## config.mk

```make
export PLATFORM = sky130hd
export DESIGN_NAME = ppu_div
export DESIGN_NICKNAME = d
export VERILOG_FILES = /design/src/hdl/ppu_pkg.sv /design/src/hdl/ppu_div.sv
export SDC_FILE = /design/constraint.sdc
export NUM_CORES = 1
export LEC_CHECK = 0
export ABC_AREA = 1
export ABC_CLOCK_PERIOD_IN_PS = 5900
export BUFFER_PORTS_ARGS = -buffer_cell sky130_fd_sc_hd__buf_4
export CAP_MARGIN = 20
export CORE_ASPECT_RATIO = 0.8
export CORE_UTILIZATION = 55
export DETAILED_ROUTE_END_ITERATION = 8
export PLACE_DENSITY = 0.77
export RECOVER_POWER = 100
export SLEW_MARGIN = 20
export SYNTH_ARGS = -nofsm -noshare
export SYNTH_HDL_FRONTEND = slang
export SYNTH_SLANG_ARGS = --single-unit
```

## constraint.sdc

```tcl
create_clock -name clk -period 5.9 [get_ports clk]
set_input_delay 1.18 -clock clk [delete_from_list [all_inputs] [get_ports clk]]
set_output_delay 1.18 -clock clk [all_outputs]
set_load 0.05 [all_outputs]
```

## src/hdl/ppu_pkg.sv

```systemverilog
// ----------------------------------------------------------------------------
// ppu_pkg
// Shared types and codes of the particle pool: transaction payloads, the
// per-slot memory word and the sequencer states.
// ----------------------------------------------------------------------------
package ppu_pkg;

	localparam logic [1:0] KIND_SPAWN  = 2'd0;
	localparam logic [1:0] KIND_TICK   = 2'd1;
	localparam logic [1:0] KIND_DRAW   = 2'd2;
	localparam logic [1:0] KIND_UNUSED = 2'd3;

	localparam int QUO_W = 16;

	typedef struct packed {
		logic [1:0]         kind;
		logic signed [31:0] pos_x;
		logic signed [31:0] pos_y;
		logic signed [31:0] vel_x;
		logic signed [31:0] vel_y;
		logic [31:0]        edge_size;
		logic [31:0]        life_time;
		logic [31:0]        birth_colour;
		logic [31:0]        death_colour;
		logic [15:0]        texture_id;
		logic [15:0]        shader_id;
		logic [31:0]        time_step;
	} req_t;

	typedef struct packed {
		logic [5:0]         slot;
		logic signed [31:0] out_x;
		logic signed [31:0] out_y;
		logic [31:0]        out_size;
		logic [31:0]        out_colour;
		logic [15:0]        out_texture;
		logic [15:0]        out_shader;
		logic               last;
	} rsp_t;

	// one memory word per slot
	typedef struct packed {
		logic [31:0] age;
		logic [31:0] lifespan;
		logic [31:0] place_x;
		logic [31:0] place_y;
		logic [31:0] speed_x;
		logic [31:0] speed_y;
		logic [31:0] side;
		logic [31:0] start_colour;
		logic [31:0] end_colour;
		logic [31:0] now_colour;
		logic [31:0] handles;
	} entry_t;

	typedef enum logic [3:0] {
		ST_IDLE,
		ST_TK_RD,
		ST_TK_LOAD,
		ST_TK_MX,
		ST_TK_MY,
		ST_TK_DIV,
		ST_TK_WB,
		ST_DR_RD,
		ST_DR_OUT
	} state_t;

endpackage

```

## src/hdl/ppu_div.sv

```systemverilog
// ----------------------------------------------------------------------------
// ppu_div
// Serial restoring divider: (num << 16) / den, one quotient bit per cycle.
// Requires num < den, so the quotient fits in 16 bits.
// ----------------------------------------------------------------------------
module ppu_div (
	input  logic                        clk,
	input  logic                        arst_n,
	input  logic                        start,
	input  logic [31:0]                 num,
	input  logic [31:0]                 den,
	output logic                        done,
	output logic [ppu_pkg::QUO_W-1:0]   quo
);

	logic        busy_q;
	logic        done_q;
	logic [3:0]  cnt_q;
	logic [31:0] rem_q;
	logic [31:0] den_q;
	logic [ppu_pkg::QUO_W-1:0] quo_q;
	logic [32:0] rem_sh;
	logic        fits;

	assign rem_sh = {rem_q, 1'b0};
	assign fits   = rem_sh >= {1'b0, den_q};

	always_ff @(posedge clk or negedge arst_n) begin
		if (!arst_n) begin
			busy_q <= 1'b0;
			done_q <= 1'b0;
			cnt_q  <= '0;
		end else begin
			done_q <= 1'b0;
			if (start) begin
				busy_q <= 1'b1;
				cnt_q  <= '0;
			end else if (busy_q) begin
				cnt_q <= cnt_q + 4'd1;
				if (cnt_q == 4'(ppu_pkg::QUO_W - 1)) begin
					busy_q <= 1'b0;
					done_q <= 1'b1;
				end
			end
		end
	end

	always_ff @(posedge clk) begin
		if (start) begin
			rem_q <= num;
			den_q <= den;
			quo_q <= '0;
		end else if (busy_q) begin
			rem_q <= fits ? 32'(rem_sh - {1'b0, den_q}) : rem_sh[31:0];
			quo_q <= {quo_q[ppu_pkg::QUO_W-2:0], fits};
		end
	end

	assign done = done_q;
	assign quo  = quo_q;

endmodule

```

==> flow_summary.yaml <==
clock_tree:
  cts_resized: 0
  cts-buffers-inserted: 9
  h-tree-depth: 3
  clk_pin_slew_worst_paths_ns: 0.07
  cts_root_buf: "clkbuf_16"
  hold_buffers: 0
  clk_latency_ns: 0.35
  cts_tree: "done"
  post_cts_buffers: 0
  clock_sinks: 86
  clockBufferDepth: 2
timing:
  rsz0062_at_grt: "false"
  fin_setup_tns_ns: 0
  hold_viol: 0
  fin_worst_skew_ns: 0.00817
  finalSetupViolCount: 0
  max_slew.worst_pin.slew_ns: 2.07
  fmax_mhz: 247
  finalMaxSlewViolations: 90
  timing.final.crit_share: 0.687
  maxSlewHeadroom: -0.381
  hold_ws_ns: 0.472
  fin_crit_ns: 4.06
die:
  start_util: 0.572
  core_area_sq_um: 11000
  die_h_um: 97.7
  die-width_um: 122
  io_pins: 84
  dieArea_sq_um: 11900
  num_rows: 34
grt:
  grt_antenna_before_repair: 0
  grt_pass1_wl_um: 25200
  grt_pass1_vias: 5215
  grt_use_total: 0.276
  gr-total-overflow: 0
  grt_max_degree: 67
setup_path:
  slowest_delay_ns: 1.40
  critPathMaxFanout: 66
  cp_top_family: "buffers and inverters"
  arrival_ns: 4.28
  path_cells: "buf_4 -> inv_1 -> clkbuf_1 -> nand2_1 -> o22ai_1"
  worstPathRequired_ns: 6.12
  worstSetupEndpointType: "flip-flop"
  critPathSlowestCell: "clkbuf_1"
  cp-start-kind: "input pin"
  path_buf_inv: 3
  crit_type: "input pin to flip-flop"
finish:
  fill_cells: 1047
  syn_to_final_growth_pct: 14.4
  antenna_cells: 0
  drive_above_1_share: 0.109
  nets: 1076
synth:
  netlist_top_cells_area: "edfxtp_1 (30%), nand2_1 (20%), inv_1 (11%)"
  yosysMostFrequentCell: "nand2_1"
  synth_seq_cells: 86
  syn_avg_cell_area_sq_um: 7.01
  synth_nets: 1000
  synth_common_cells: "nand2_1 (331), inv_1 (185), nand3_1 (66), edfxtp_1 (64), nor2_1 (44)"
  ys_seq_area_frac: 0.380
  async_flop_share: 0.0698
  postSynth.topFlopCell: "edfxtp_1"
  synth-edff-count: 64
  yosysTopAreaCell: "edfxtp_1"
  synth_top_area_share: 0.305
  syn_area_sq_um: 6300
  synth_cell_types: 37
  postSynthCellCount: 899
  synth_warnings: 0
place:
  io_buffers: 83
  hpwl_um: 11900
  place.gp.congestion: 0.911
detailed_routing:
  viasPerCell: 5.06
  ant_nets: 0
  wl_um: 15700
  drtIter0Drc: 387
  vias: 5685
  drc_errors: 0
  drt-pass1-iter-count: 5
  wire_per_inst_um: 13.9
run:
  cap_viol_max_count: 2
status:
  status: "finished with violations"
  violations: "max-capacitance violations, max-slew violations"
power_and_ir_drop:
  powerDensity_nw_per_um2: 461
  leakage_nw: 3.81
  ir_worst_vdd_uv: 206
worst_hold_path:
  hold_path.class: "flip-flop to flip-flop"
[power by group]
group	internal, mW	leakage, nW	switching [mW]	total [mW]
Sequential	0.812	0.864	0.0631	0.875
Combinational	0.659	2.80	1.21	1.87
Clock	0.302	0.149	0.276	0.578
Total	1.77	3.81	1.55	3.32
[sequential cells by signal, summed over array words and instances, names as in the netlist]
signal and count:
busy_q 1, cnt_q 4, den_q 32, rem_q 32, quo 16, done 1
[layout by cell type (no fill, tap or decap), types with 14 or more instances in the layout]
| cell type | instances |
|---|---|
| o22ai_1 | 14 |
| nand2_1 | 331 |
| buf_4 | 33 |
| edfxtp_1 | 64 |
| a21oi_1 | 19 |
| nor2_1 | 44 |
| inv_1 | 185 |
| clkbuf_1 | 20 |
| clkbuf_4 | 31 |
| ha_1 | 33 |
| nand3b_1 | 25 |
| dfxtp_1 | 16 |
| nand3_1 | 66 |
[cell type report]
type / count / area, sq um / share of cell area
repair buffers: 84 / 556 / 0.0770
well taps: 144 / 180 / 0.0250
flip-flops and latches: 86 / 2390 / 0.332
clock inverters: 7 / 73.8 / 0.0102
clock buffers: 9 / 225 / 0.0312
inverters: 188 / 706 / 0.0978
multi-input cells: 606 / 3080 / 0.427
[cell families (layout without fill, tap and decap cells)]
group / Yosys count / after routing / share of synthesized area
compound gates: 48 / 48 / 0.0435
xor+xnor: 14 / 14 / 0.0195
fa+ha+maj: 34 / 34 / 0.0687
buf+inv: 207 / 288 / 0.132
flops: 86 / 86 / 0.380
simple gates: 510 / 510 / 0.357
[path summary, 6_finish.rpt]
path	start	end	slack (ns)	depth (start not counted)
max	start	quo[4]	1.84	5
min	cnt_q[3]	cnt_q[3]	0.47	1
max reg2reg	rem_q[21]	rem_q[11]	2.75	12
min reg2reg	cnt_q[3]	cnt_q[3]	0.47	1
max in group asynchronous	arst_n	cnt_q[0]	4.92	1
min in group asynchronous	arst_n	busy_q	0.71	1
[stage by stage]
stage / std cells / cell area [sq um] / setup slack, ns / power [mW] / utilization
floorplan: 899 / 6300 / 2.74 / 2.31 / -
global placement: 1108 / 6990 / 2.75 / 2.69 / 0.634
detailed placement: 1108 / 6990 / 2.69 / 2.72 / 0.634
CTS: 1124 / 7290 / 2.87 / 3.31 / 0.662
global route: 1124 / 7210 / 1.54 / 3.60 / 0.655
finish: 1124 / 7210 / 1.84 / 3.32 / 0.655
[metal layers]
metal / share of wire / global-route usage
met2: 0.41 / 0.417
met4: 0.0062 / 0.0475
met3: 0.061 / 0.0415
met5: 0 / 0
met1: 0.52 / 0.422
(Power assumes the default switching activity.)
